[config.mk]
export PLATFORM = sky130hd
export DESIGN_NAME = paged_array_window_cache
export DESIGN_NICKNAME = d
export VERILOG_FILES = /design/src/rtl/core/pawc_pkg.sv /design/src/rtl/core/pawc_page_store.sv /design/src/rtl/core/pawc_match.sv /design/src/rtl/core/paged_array_window_cache.sv
export SDC_FILE = /design/constraint.sdc
export NUM_CORES = 2
export LEC_CHECK = 0
export BUFFER_PORTS_ARGS = -buffer_cell sky130_fd_sc_hd__buf_2
export CORE_ASPECT_RATIO = 0.75
export CORE_UTILIZATION = 49
export CTS_CLUSTER_SIZE = 25
export DETAILED_ROUTE_END_ITERATION = 8
export PLACE_DENSITY = 0.64
export SYNTH_ARGS = -nofsm -noshare
export SYNTH_HDL_FRONTEND = slang
export SYNTH_HIERARCHICAL = 1
export SYNTH_SLANG_ARGS = --single-unit
[constraint.sdc]
create_clock -name clk -period 12.2 [get_ports clk]
set_input_delay 0 -clock clk [delete_from_list [all_inputs] [get_ports clk]]
set_output_delay 0 -clock clk [all_outputs]
set_load 0.05 [all_outputs]
[src/rtl/core/pawc_pkg.sv]
`default_nettype none

package pawc_pkg;

    localparam int DEF_NUM_PAGES = 4;
    localparam int IDX_W         = 32;
    localparam int LEN_W         = 21;
    localparam int KIND_W        = 3;
    localparam int CFG_IDX_W     = 2;
    localparam int CFG_DATA_W    = 32;
    localparam int STATUS_W      = 2;
    localparam int SLOT_OUT_W    = 2;
    localparam int BYTE_OFF_W    = 35;

    typedef enum logic [CFG_IDX_W-1:0] {
        CFG_PAGED        = 2'd0,
        CFG_ARRAY_SIZE   = 2'd1,
        CFG_PAGE_LENGTH  = 2'd2,
        CFG_ELEMENT_KIND = 2'd3
    } cfg_index_t;

    typedef enum logic [STATUS_W-1:0] {
        STATUS_OK          = 2'd0,
        STATUS_UNALLOCATED = 2'd1,
        STATUS_RANGE       = 2'd2
    } status_t;

    typedef enum logic [KIND_W-1:0] {
        KIND_INT16  = 3'd0,
        KIND_INT32  = 3'd1,
        KIND_INT64  = 3'd2,
        KIND_DOUBLE = 3'd3,
        KIND_BYTE   = 3'd4
    } elem_kind_t;

    typedef enum logic [2:0] {
        ST_IDLE,
        ST_CHECK,
        ST_SCAN,
        ST_PLACE,
        ST_COMMIT
    } state_t;

    typedef enum logic [2:0] {
        RES_UNALLOC,
        RES_RANGE,
        RES_FLAT,
        RES_HIT,
        RES_MISS
    } res_kind_t;

    typedef struct packed {
        logic             valid;
        logic             dirty;
        logic [IDX_W-1:0] use_count;
        logic [IDX_W-1:0] first;
        logic [IDX_W-1:0] last;
    } page_entry_t;

    typedef struct packed {
        logic hit;
        logic less;
    } match_t;

    function automatic logic [1:0] elem_shift(input logic [KIND_W-1:0] kind);
        logic [1:0] sh;
        unique case (kind)
            KIND_INT16:  sh = 2'd1;
            KIND_INT32:  sh = 2'd2;
            KIND_INT64:  sh = 2'd3;
            KIND_DOUBLE: sh = 2'd3;
            default:     sh = 2'd0;
        endcase
        return sh;
    endfunction

endpackage

`default_nettype wire

[src/rtl/core/pawc_page_store.sv]
`default_nettype none

module pawc_page_store #(
    parameter int NUM_PAGES = pawc_pkg::DEF_NUM_PAGES,
    localparam int SLOT_W = (NUM_PAGES > 1) ? $clog2(NUM_PAGES) : 1
) (
    input  wire logic                 clk,
    input  wire logic                 rst_n,
    input  wire logic                 rd_en,
    input  wire logic [SLOT_W-1:0]    rd_addr,
    output pawc_pkg::page_entry_t     rd_entry,
    input  wire logic                 wr_en,
    input  wire logic [SLOT_W-1:0]    wr_addr,
    input  wire pawc_pkg::page_entry_t wr_entry
);
    import pawc_pkg::*;

    page_entry_t          mem [NUM_PAGES];
    logic [NUM_PAGES-1:0] valid_reg;
    page_entry_t          rd_data_reg;
    logic                 rd_valid_reg;

    always_ff @(posedge clk)
    begin
        if (wr_en)
        begin
            mem[wr_addr] <= wr_entry;
        end
        if (rd_en)
        begin
            rd_data_reg <= mem[rd_addr];
        end
    end

    always_ff @(posedge clk or negedge rst_n)
    begin
        if (!rst_n)
        begin
            valid_reg    <= '0;
            rd_valid_reg <= 1'b0;
        end
        else
        begin
            if (wr_en)
            begin
                valid_reg[wr_addr] <= 1'b1;
            end
            if (rd_en)
            begin
                rd_valid_reg <= valid_reg[rd_addr];
            end
        end
    end

    // A slot that was never loaded reads as all zeros.
    always_comb
    begin
        if (rd_valid_reg)
        begin
            rd_entry       = rd_data_reg;
            rd_entry.valid = 1'b1;
        end
        else
        begin
            rd_entry = '0;
        end
    end

endmodule

`default_nettype wire

[src/rtl/core/pawc_match.sv]
`default_nettype none

module pawc_match (
    input  wire logic [pawc_pkg::IDX_W-1:0] index,
    input  wire pawc_pkg::page_entry_t      entry,
    input  wire logic [pawc_pkg::IDX_W-1:0] least,
    input  wire logic                       first_slot,
    output pawc_pkg::match_t                result
);
    import pawc_pkg::*;

    always_comb
    begin
        result.hit  = entry.valid && (index >= entry.first) && (index <= entry.last);
        result.less = first_slot || (entry.use_count < least);
    end

endmodule

`default_nettype wire

[src/rtl/core/paged_array_window_cache.sv]
`default_nettype none

// Paged array window cache.
// An access transaction (action, index) enters on in_valid/in_ready and yields
// exactly one result transaction on out_valid/out_ready. Configuration writes
// arrive on cfg_valid/cfg_ready with cfg_index and cfg_data; cfg_ready is
// always high. The user must make writes only while no access is in flight;
// the block itself does not enforce this. An access goes through a check step
// and, in paged mode, a scan of the page slots through the single read port
// of the slot store, one slot per cycle, ending early at the first hit.
// A miss adds a step for the window start, and every access ends with a step
// that registers the result and, on a hit or a miss, updates the slot store.
// The block accepts a new access in the cycle after the result is registered,
// so it takes no new access before it is through with the last one.
// A finished result waits in the output register while the next access is
// accepted and worked on; only the final update step waits for the receiver.
// Reset clears all page valid bits and restores the configuration defaults.
module paged_array_window_cache #(
    parameter int NUM_PAGES = pawc_pkg::DEF_NUM_PAGES
) (
    input  wire logic                            clk,
    input  wire logic                            rst_n,
    input  wire logic                            cfg_valid,
    output logic                                 cfg_ready,
    input  wire logic [pawc_pkg::CFG_IDX_W-1:0]  cfg_index,
    input  wire logic [pawc_pkg::CFG_DATA_W-1:0] cfg_data,
    input  wire logic                            in_valid,
    output logic                                 in_ready,
    input  wire logic                            action,
    input  wire logic [pawc_pkg::IDX_W-1:0]      index,
    output logic                                 out_valid,
    input  wire logic                            out_ready,
    output logic [pawc_pkg::STATUS_W-1:0]        status,
    output logic                                 hit,
    output logic [pawc_pkg::SLOT_OUT_W-1:0]      slot,
    output logic [pawc_pkg::IDX_W-1:0]           element_offset,
    output logic [pawc_pkg::BYTE_OFF_W-1:0]      byte_offset,
    output logic                                 writeback,
    output logic [pawc_pkg::IDX_W-1:0]           writeback_start,
    output logic                                 load,
    output logic [pawc_pkg::IDX_W-1:0]           load_start
);
    import pawc_pkg::*;

    localparam int SLOT_W = (NUM_PAGES > 1) ? $clog2(NUM_PAGES) : 1;
    localparam int PTR_W  = SLOT_W + 1;

    logic              paged_reg;
    logic [IDX_W-1:0]  array_size_reg;
    logic [LEN_W-1:0]  page_length_reg;
    logic [KIND_W-1:0] element_kind_reg;

    state_t state_reg, state_next;

    logic              action_reg, action_next;
    logic [IDX_W-1:0]  index_reg, index_next;
    res_kind_t         kind_reg, kind_next;
    logic              fit_reg, fit_next;
    logic [IDX_W-1:0]  tail_reg, tail_next;
    logic [IDX_W-1:0]  start_reg, start_next;
    logic [PTR_W-1:0]  ptr_reg, ptr_next;
    logic              pend_reg, pend_next;
    logic [SLOT_W-1:0] eval_slot_reg, eval_slot_next;
    logic [SLOT_W-1:0] sel_slot_reg, sel_slot_next;
    page_entry_t       sel_entry_reg, sel_entry_next;

    logic                  out_valid_reg, out_valid_next;
    logic [STATUS_W-1:0]   status_reg, status_next;
    logic                  hit_reg, hit_next;
    logic [SLOT_OUT_W-1:0] slot_reg, slot_next;
    logic [IDX_W-1:0]      elem_off_reg, elem_off_next;
    logic [BYTE_OFF_W-1:0] byte_off_reg, byte_off_next;
    logic                  wb_reg, wb_next;
    logic [IDX_W-1:0]      wb_start_reg, wb_start_next;
    logic                  load_reg, load_next;
    logic [IDX_W-1:0]      load_start_reg, load_start_next;

    logic [LEN_W-1:0]    len_eff;
    logic [IDX_W-1:0]    len_ext;
    logic [1:0]          shift;
    logic                rd_en;
    logic [SLOT_W-1:0]   rd_addr;
    page_entry_t         rd_entry;
    logic                wr_en;
    page_entry_t         wr_entry;
    match_t              match;
    logic [IDX_W:0]      end_sum;
    logic [IDX_W-1:0]    offset;
    logic [SLOT_W+1:0]   slot_ext;
    logic                out_free;

    assign cfg_ready = 1'b1;
    assign in_ready  = (state_reg == ST_IDLE);
    assign out_valid = out_valid_reg;

    assign status          = status_reg;
    assign hit             = hit_reg;
    assign slot            = slot_reg;
    assign element_offset  = elem_off_reg;
    assign byte_offset     = byte_off_reg;
    assign writeback       = wb_reg;
    assign writeback_start = wb_start_reg;
    assign load            = load_reg;
    assign load_start      = load_start_reg;

    assign len_eff  = (page_length_reg == '0) ? LEN_W'(1) : page_length_reg;
    assign len_ext  = {{(IDX_W-LEN_W){1'b0}}, len_eff};
    assign shift    = elem_shift(element_kind_reg);
    assign slot_ext = {2'b00, sel_slot_reg};
    assign out_free = !out_valid_reg || out_ready;

    pawc_page_store #(
        .NUM_PAGES(NUM_PAGES)
    ) u_store (
        .clk     (clk),
        .rst_n   (rst_n),
        .rd_en   (rd_en),
        .rd_addr (rd_addr),
        .rd_entry(rd_entry),
        .wr_en   (wr_en),
        .wr_addr (sel_slot_reg),
        .wr_entry(wr_entry)
    );

    pawc_match u_match (
        .index     (index_reg),
        .entry     (rd_entry),
        .least     (sel_entry_reg.use_count),
        .first_slot(eval_slot_reg == '0),
        .result    (match)
    );

    always_ff @(posedge clk or negedge rst_n)
    begin
        if (!rst_n)
        begin
            paged_reg        <= 1'b0;
            array_size_reg   <= '0;
            page_length_reg  <= LEN_W'(1);
            element_kind_reg <= KIND_INT16;
        end
        else if (cfg_valid && cfg_ready)
        begin
            unique case (cfg_index_t'(cfg_index))
                CFG_PAGED:        paged_reg        <= cfg_data[0];
                CFG_ARRAY_SIZE:   array_size_reg   <= cfg_data[IDX_W-1:0];
                CFG_PAGE_LENGTH:  page_length_reg  <= cfg_data[LEN_W-1:0];
                CFG_ELEMENT_KIND: element_kind_reg <= cfg_data[KIND_W-1:0];
                default:          paged_reg        <= paged_reg;
            endcase
        end
    end

    always_ff @(posedge clk or negedge rst_n)
    begin
        if (!rst_n)
        begin
            state_reg     <= ST_IDLE;
            pend_reg      <= 1'b0;
            out_valid_reg <= 1'b0;
        end
        else
        begin
            state_reg     <= state_next;
            pend_reg      <= pend_next;
            out_valid_reg <= out_valid_next;
        end
    end

    always_ff @(posedge clk)
    begin
        action_reg     <= action_next;
        index_reg      <= index_next;
        kind_reg       <= kind_next;
        fit_reg        <= fit_next;
        tail_reg       <= tail_next;
        start_reg      <= start_next;
        ptr_reg        <= ptr_next;
        eval_slot_reg  <= eval_slot_next;
        sel_slot_reg   <= sel_slot_next;
        sel_entry_reg  <= sel_entry_next;
        status_reg     <= status_next;
        hit_reg        <= hit_next;
        slot_reg       <= slot_next;
        elem_off_reg   <= elem_off_next;
        byte_off_reg   <= byte_off_next;
        wb_reg         <= wb_next;
        wb_start_reg   <= wb_start_next;
        load_reg       <= load_next;
        load_start_reg <= load_start_next;
    end

    always_comb
    begin
        state_next      = state_reg;
        action_next     = action_reg;
        index_next      = index_reg;
        kind_next       = kind_reg;
        fit_next        = fit_reg;
        tail_next       = tail_reg;
        start_next      = start_reg;
        ptr_next        = ptr_reg;
        pend_next       = 1'b0;
        eval_slot_next  = eval_slot_reg;
        sel_slot_next   = sel_slot_reg;
        sel_entry_next  = sel_entry_reg;
        out_valid_next  = out_valid_reg && !out_ready;
        status_next     = status_reg;
        hit_next        = hit_reg;
        slot_next       = slot_reg;
        elem_off_next   = elem_off_reg;
        byte_off_next   = byte_off_reg;
        wb_next         = wb_reg;
        wb_start_next   = wb_start_reg;
        load_next       = load_reg;
        load_start_next = load_start_reg;
        rd_en           = 1'b0;
        rd_addr         = ptr_reg[SLOT_W-1:0];
        wr_en           = 1'b0;
        wr_entry        = sel_entry_reg;
        end_sum         = {1'b0, index_reg} + {1'b0, len_ext};
        offset          = index_reg - ((kind_reg == RES_MISS) ? start_reg
                                                              : sel_entry_reg.first);

        unique case (state_reg)
            ST_IDLE:
            begin
                if (in_valid)
                begin
                    action_next = action;
                    index_next  = index;
                    state_next  = ST_CHECK;
                end
            end

            ST_CHECK:
            begin
                fit_next  = (len_ext <= array_size_reg);
                tail_next = array_size_reg - len_ext;
                ptr_next  = '0;
                if (array_size_reg == '0)
                begin
                    kind_next  = RES_UNALLOC;
                    state_next = ST_COMMIT;
                end
                else if (index_reg >= array_size_reg)
                begin
                    kind_next  = RES_RANGE;
                    state_next = ST_COMMIT;
                end
                else if (!paged_reg)
                begin
                    kind_next  = RES_FLAT;
                    state_next = ST_COMMIT;
                end
                else
                begin
                    state_next = ST_SCAN;
                end
            end

            ST_SCAN:
            begin
                if (ptr_reg < PTR_W'(NUM_PAGES))
                begin
                    rd_en          = 1'b1;
                    pend_next      = 1'b1;
                    eval_slot_next = ptr_reg[SLOT_W-1:0];
                    ptr_next       = ptr_reg + PTR_W'(1);
                end
                if (pend_reg)
                begin
                    if (match.hit)
                    begin
                        sel_entry_next = rd_entry;
                        sel_slot_next  = eval_slot_reg;
                        kind_next      = RES_HIT;
                        pend_next      = 1'b0;
                        state_next     = ST_COMMIT;
                    end
                    else
                    begin
                        if (match.less)
                        begin
                            sel_entry_next = rd_entry;
                            sel_slot_next  = eval_slot_reg;
                        end
                        if (eval_slot_reg == SLOT_W'(NUM_PAGES - 1))
                        begin
                            kind_next  = RES_MISS;
                            pend_next  = 1'b0;
                            state_next = ST_PLACE;
                        end
                    end
                end
            end

            ST_PLACE:
            begin
                // Near the end of the array the window is pulled back to fit.
                if (end_sum >= {1'b0, array_size_reg})
                begin
                    start_next = fit_reg ? tail_reg : '0;
                end
                else
                begin
                    start_next = index_reg;
                end
                state_next = ST_COMMIT;
            end

            ST_COMMIT:
            begin
                if (out_free)
                begin
                    out_valid_next  = 1'b1;
                    state_next      = ST_IDLE;
                    status_next     = STATUS_OK;
                    hit_next        = 1'b0;
                    slot_next       = '0;
                    elem_off_next   = '0;
                    byte_off_next   = '0;
                    wb_next         = 1'b0;
                    wb_start_next   = '0;
                    load_next       = 1'b0;
                    load_start_next = '0;
                    case (kind_reg)
                        RES_UNALLOC:
                        begin
                            status_next = STATUS_UNALLOCATED;
                        end
                        RES_RANGE:
                        begin
                            status_next = STATUS_RANGE;
                        end
                        RES_FLAT:
                        begin
                            elem_off_next = index_reg;
                            byte_off_next = {3'b000, index_reg} << shift;
                        end
                        RES_HIT:
                        begin
                            hit_next      = 1'b1;
                            slot_next     = slot_ext[SLOT_OUT_W-1:0];
                            elem_off_next = offset;
                            byte_off_next = {3'b000, offset} << shift;
                            wr_en         = 1'b1;
                            wr_entry.dirty = sel_entry_reg.dirty | action_reg;
                            if (sel_entry_reg.use_count != '1)
                            begin
                                wr_entry.use_count = sel_entry_reg.use_count + IDX_W'(1);
                            end
                        end
                        default:
                        begin
                            slot_next       = slot_ext[SLOT_OUT_W-1:0];
                            elem_off_next   = offset;
                            byte_off_next   = {3'b000, offset} << shift;
                            wb_next         = sel_entry_reg.valid && sel_entry_reg.dirty;
                            wb_start_next   = (sel_entry_reg.valid && sel_entry_reg.dirty)
                                              ? sel_entry_reg.first : '0;
                            load_next       = 1'b1;
                            load_start_next = start_reg;
                            wr_en           = 1'b1;
                            wr_entry.valid     = 1'b1;
                            wr_entry.dirty     = action_reg;
                            wr_entry.use_count = '0;
                            wr_entry.first     = start_reg;
                            wr_entry.last      = start_reg + len_ext - IDX_W'(1);
                        end
                    endcase
                end
            end

            default:
            begin
                state_next = ST_IDLE;
            end
        endcase
    end

endmodule

`default_nettype wire

After elaboration in Yosys (flattened, before gate mapping)
Memory sizes are Yosys's and may differ from the RTL's. A register that Yosys moved wholly into a read port is not among the register bits.
Cells that the tools add are included.
W data, S select, Z words.
{"block": "classes", "addsub": 7, "order_cmp": 10, "eq_ne": 22, "n_shift": 2, "n_mux": 56, "bitwise_logic": 3, "reduce_logical": 34}
{"op": "$mux W98", "n": 5}
{"op": "$mux W32", "n": 4}
{"op": "$pmux W35 S2", "n": 1}
{"op": "$shl A32 B2 Y35", "n": 2}
{"op": "$pmux W33 S2", "n": 1}
{"op": "$ge A32 B32 Y1", "n": 2}
{"op": "$mux W64", "n": 1}
{"op": "$pmux W32 S2", "n": 1}
{"op": "$mux W3", "n": 15}
{"op": "$add A32 B21 Y33", "n": 1}
{"op": "$ge A33 B32 Y1", "n": 1}
{"op": "$add A32 B1 Y32 const B", "n": 1}
{"op": "$add A32 B21 Y32", "n": 1}
{"op": "$le A21 B32 Y1", "n": 1}
{"op": "$le A32 B32 Y1", "n": 1}
{"op": "$logic_not A32 Y1", "n": 1}
{"op": "$lt A32 B32 Y1", "n": 1}
{"op": "$ne A32 B32 Y1 const B", "n": 1}
{"op": "$sub A32 B1 Y32 const B", "n": 1}
{"op": "$sub A32 B21 Y32", "n": 1}
{"op": "$sub A32 B32 Y32", "n": 1}
{"op": "$logic_not A21 Y1", "n": 1}
{"op": "$mux W21", "n": 1}
{"op": "$eq A3 B2 Y1 const B", "n": 6}
{"op": "other kinds (35)", "n": 82}
{"block": "word_totals", "regBits": 411, "ramBits": 392, "in_bits": 72, "mem_count": 1}
{"memory": "u_store.mem", "words": 4, "word_bits": 98, "rd": 1, "rd_ports_with_merged_regs": 1, "wr": 1, "line": "pawc_page_store.sv:18", "text": "page_entry_t mem [NUM_PAGES];"}

Logic depth before layout (Yosys ltp)
{"block": "logic_depth", "ltp_word": 7, "ltp_mapped": 27}

Cells and area by module
The synthesis kept the hierarchy.
{"module": "paged_array_window_cache", "instances": 1, "cells_each": 2459, "area_per_inst_um2": 25358.1, "seq_area_each_um2": 11882.6}
{"module": "pawc_page_store", "instances": 1, "cells_each": 732, "area_per_inst_um2": 17785.8, "seq_area_each_um2": 14689.1}
{"module": "pawc_match", "instances": 1, "cells_each": 329, "area_per_inst_um2": 2357.3, "seq_area_each_um2": 0.0}

Least setup slack after synthesis
No wires, ideal clock.
{"block": "synth_path", "path_kind": "flip-flop to flip-flop", "startpoint": "register kind_reg[2]", "endpoint": "register u_store.valid_reg[0]", "t_arrival_ps": 9226, "t_required_ps": 12091, "path_slack_ps": 2864, "stages_incl_launch_ff": 8, "synth_period_minus_slack_ps": 9336, "path_cell_list": "edfxtp_1 > clkbuf_1 > or2_2 > clkbuf_1 > nand2_1 > nor2_1 > nor3b_1 > or2_2"}
{"block": "synth_via", "elab_chain_len": 5}
{"item": "from (decl)", "line": "paged_array_window_cache.sv:57", "text": "res_kind_t kind_reg, kind_next;"}
{"item": "from (signal assigned)", "line": "paged_array_window_cache.sv:174", "text": "kind_reg <= kind_next;"}
{"item": "$eq A3 B2 Y1 (tied with other cells)", "line": "paged_array_window_cache.sv:327", "text": "case (kind_reg)"}
{"item": "$reduce_or A3 Y1 (no source line) (*)"}
{"item": "$mux W1 (*)", "line": "paged_array_window_cache.sv:327"}
{"item": "$mux W1 (*)", "line": "paged_array_window_cache.sv:314", "text": "if (out_free)"}
{"item": "$mux W1 (*)", "line": "paged_array_window_cache.sv:225", "text": "unique case (state_reg)"}
{"item": "named net wr_en", "line": "paged_array_window_cache.sv:84", "text": "logic wr_en;"}
{"item": "to (signal assigned)", "line": "pawc_page_store.sv:39", "text": "valid_reg <= '0;"}
{"item": "to (signal, indexed assignment)", "line": "pawc_page_store.sv:46", "text": "valid_reg[wr_addr] <= 1'b1;"}
{"item": "to (decl)", "line": "pawc_page_store.sv:19", "text": "logic [NUM_PAGES-1:0] valid_reg;"}
Mark *: on every way through the listed nets, which the timed path passes. The rest lies on a longest branch.
A chain may end at the register's enable or synchronous reset.

Final worst setup path
{"block": "layout_path", "startpoint": "register page_length_reg[16]", "endpoint": "register start_reg[15], data pin"}
{"block": "layout_via", "elab_chain_len": 5}
{"item": "from (decl)", "line": "paged_array_window_cache.sv:50", "text": "logic [LEN_W-1:0] page_length_reg;"}
{"item": "from (signal assigned)", "line": "paged_array_window_cache.sv:147", "text": "CFG_PAGE_LENGTH: page_length_reg <= cfg_data[LEN_W-1:0];"}
{"item": "$logic_not A21 Y1", "line": "paged_array_window_cache.sv:106", "text": "assign len_eff = (page_length_reg == '0) ? LEN_W'(1) : page_length_reg;"}
{"item": "$mux W21 (*)", "line": "paged_array_window_cache.sv:106"}
{"item": "$add A32 B21 Y33 (*)", "line": "paged_array_window_cache.sv:221", "text": "end_sum = {1'b0, index_reg} + {1'b0, len_ext};"}
{"item": "$ge A33 B32 Y1 (*)", "line": "paged_array_window_cache.sv:301", "text": "if (end_sum >= {1'b0, array_size_reg})"}
{"item": "$mux W32 (*)", "line": "paged_array_window_cache.sv:301"}
{"item": "to (signal assigned)", "line": "paged_array_window_cache.sv:177", "text": "start_reg <= start_next;"}
{"item": "to (decl)", "line": "paged_array_window_cache.sv:60", "text": "logic [IDX_W-1:0] start_reg, start_next;"}
Mark *: on every way between the ends. The rest lies on a longest branch, timed or not.

==> impl_metrics.json <==
{
  "status": "finished clean",
  "cts_setup_buffers": 0,
  "stdcell_count": 5105,
  "cts_tree": "yes",
  "fin_tns_setup_ps": 0,
  "holdWs_ps": 24.53,
  "drt_pass1_iterations": 5,
  "relSlewSlack_pct": 15.66,
  "grt_pass1_wl_um": 186900,
  "grt_remaining_overflow": 0,
  "die_w_um": 353.8,
  "crit_buf_inv": 1,
  "start_kind": "register",
  "antenna_found_initial": 6,
  "grt_pass1_vias": 28426,
  "fin_crit_ps": 7284,
  "p_int_mw": 6.977,
  "p_comb_share_pct": 37.6,
  "cp_common_cell": "a21o_1",
  "power_switching_mw": 4.282,
  "cp.required_ps": 12570,
  "io_buffers": 211,
  "drtIter0Drc": 3372,
  "num_rows": 96,
  "h-tree-depth": 3,
  "cap_viol_max_count": 0,
  "p_clk_share_pct": 24.2,
  "critPathSlowestCell": "o31a_2",
  "ir_worst_vdd_mv": 0.1439,
  "drv_slew": 0,
  "clock-sinks": 896,
  "syn_area_sq_um": 45490,
  "p_sw_share_pct": 38.03,
  "synth_fp_nets": 3880,
  "post-route-period-util_pct": 59.71,
  "post_dp_cell_area_sq_um": 47830,
  "wire_per_inst_um": 25.05,
  "critical_path.top_delay_family": "compound AO/OA/AOI/OAI gates",
  "fmax_ghz": 0.1373,
  "report.final.setup_viol": 0,
  "power_mw": 11.26,
  "p_leak_nw": 19.87,
  "clkLatencyLatePin_ps": 670,
  "crit_path_end_kind": "register",
  "place_congestion": 0.9461,
  "hpwl_um": 88460,
  "fin_skew_ps": 31.35,
  "clkTransAtPathRegs_ps": 60,
  "yosysWarnings": 6,
  "avgSynthCellArea_sq_um": 12.93,
  "die_y_um": 265.9,
  "post_cts.resized_instances": 0,
  "nNetsFinal": 4161,
  "final_layout_size_suffix_gt1_share_pct": 15.18,
  "power_frac_seq_pct": 38.1,
  "avgViaCountPerCell": 5.898,
  "drc": 0,
  "drtAntennaViolNets": 0,
  "fin_area_sq_um": 51450,
  "cpPeakStageDelay_ps": 1000,
  "syn2layout_area_growth_pct": 13.09,
  "dp_cells": 4858,
  "hold_violations": 0,
  "p_per_area_nw_per_um2": 218.9,
  "worstMarginPinSlew_ps": 1261,
  "syn_inst": 3519,
  "core_area_sq_um": 91770,
  "track_usage_pct": 27.05,
  "cp_max_fo": 30,
  "clockBufferDepth": 3,
  "fp.dieArea_sq_um": 94080,
  "io_pins": 213,
  "largest_register_ffs": 388,
  "grt_max_degree": 82,
  "hold_path.class": "input port to asynchronous set/reset pin",
  "rsz0062_at_grt": "no",
  "drt-total-wl_um": 127900,
  "path_class": "register to register",
  "cp.arrival_ps": 7650,
  "vias": 30107,
  "root_buffer": "clkbuf_16",
  "cts_made_buffers": 90,
  "initial_utilization_pct": 49.58
}
[cell usage in the layout, fill, tap and decap left out, types with 24 or more instances in the layout]
cell           instances
mux2i_1               98
nand3_1               53
xor2_1                29
nor4_1                26
o211ai_1              24
nand4_1               52
and2_1               183
ha_1                 285
mux4_2                97
nand2_1              255
inv_1                297
a211oi_1              33
buf_4                 44
clkbuf_16             92
a21oi_1              163
edfxtp_1             829
dfrtp_1               65
dlygate4sd3_1         75
nor2_1               141
buf_2                210
xnor2_1               75
mux2_2                66
o21ai_0              137
a21o_1                88
nor3_1                35
and3_1                29
[what timing repair did]
action,CTS,global route
endpoints found under the setup margin,0,0
hold buffers,75,0
endpoints found under the hold margin,159,0
[final timing paths]
kind / from / endpoint / slack (ps) / cells past startpoint
min reg2reg: u_store/valid_reg[3] / u_store/valid_reg[3] / 470 / 1
max: page_length_reg[16] / start_reg[15] / 4920 / 25
min: rst_n / u_store/valid_reg[2] / 20 / 2
max in group asynchronous: rst_n / state_reg[0] / 11440 / 2
max reg2reg: page_length_reg[16] / start_reg[15] / 4920 / 25
min in group clk: index[31] / index_reg[31] / 60 / 2
[per-stage QoR]
stage | worst slack [ps] | utilization [%]
after floorplan | 2864 | -
final | 4916 | 56.06
after CTS | 5150 | 56.05
after detailed placement | 5163 | 52.12
after global routing | 4619 | 56.05
after global placement | 5183 | 52.12
[power by group through the flow]
| stage | clock [mW] | combinational, mW | sequential, mW |
|---|---|---|---|
| 3_3_place_gp | 0 | 4.11 | 4.35 |
| 2_1_floorplan | 0 | 2.60 | 4.66 |
| 5_1_grt | 2.87 | 4.59 | 4.32 |
| 6_report | 2.73 | 4.24 | 4.29 |
| 3_5_place_dp | 0 | 4.14 | 4.35 |
| 4_1_cts | 2.78 | 4.18 | 4.29 |
[metal layers]
layer	vias up	routed length, um	global-route usage [%]
met5	-	142	1.077
met4	2	3444	7.734
met3	171	12350	6.582
met2	1272	54040	38.95
met1	14929	57880	40.37
li1	13733	-	-
[final cells by class]
cell class / instances / area, sq um
sequential: 896 / 26570
clock inverter: 49 / 422.9
fill: 7601 / 40320
clock buffer: 117 / 2426
antenna: 6 / 15.01
inverter: 298 / 1124
timing repair buffer: 329 / 2132
multi-input combinational: 2185 / 17220
tap: 1225 / 1533
(Power assumes the default switching activity.)
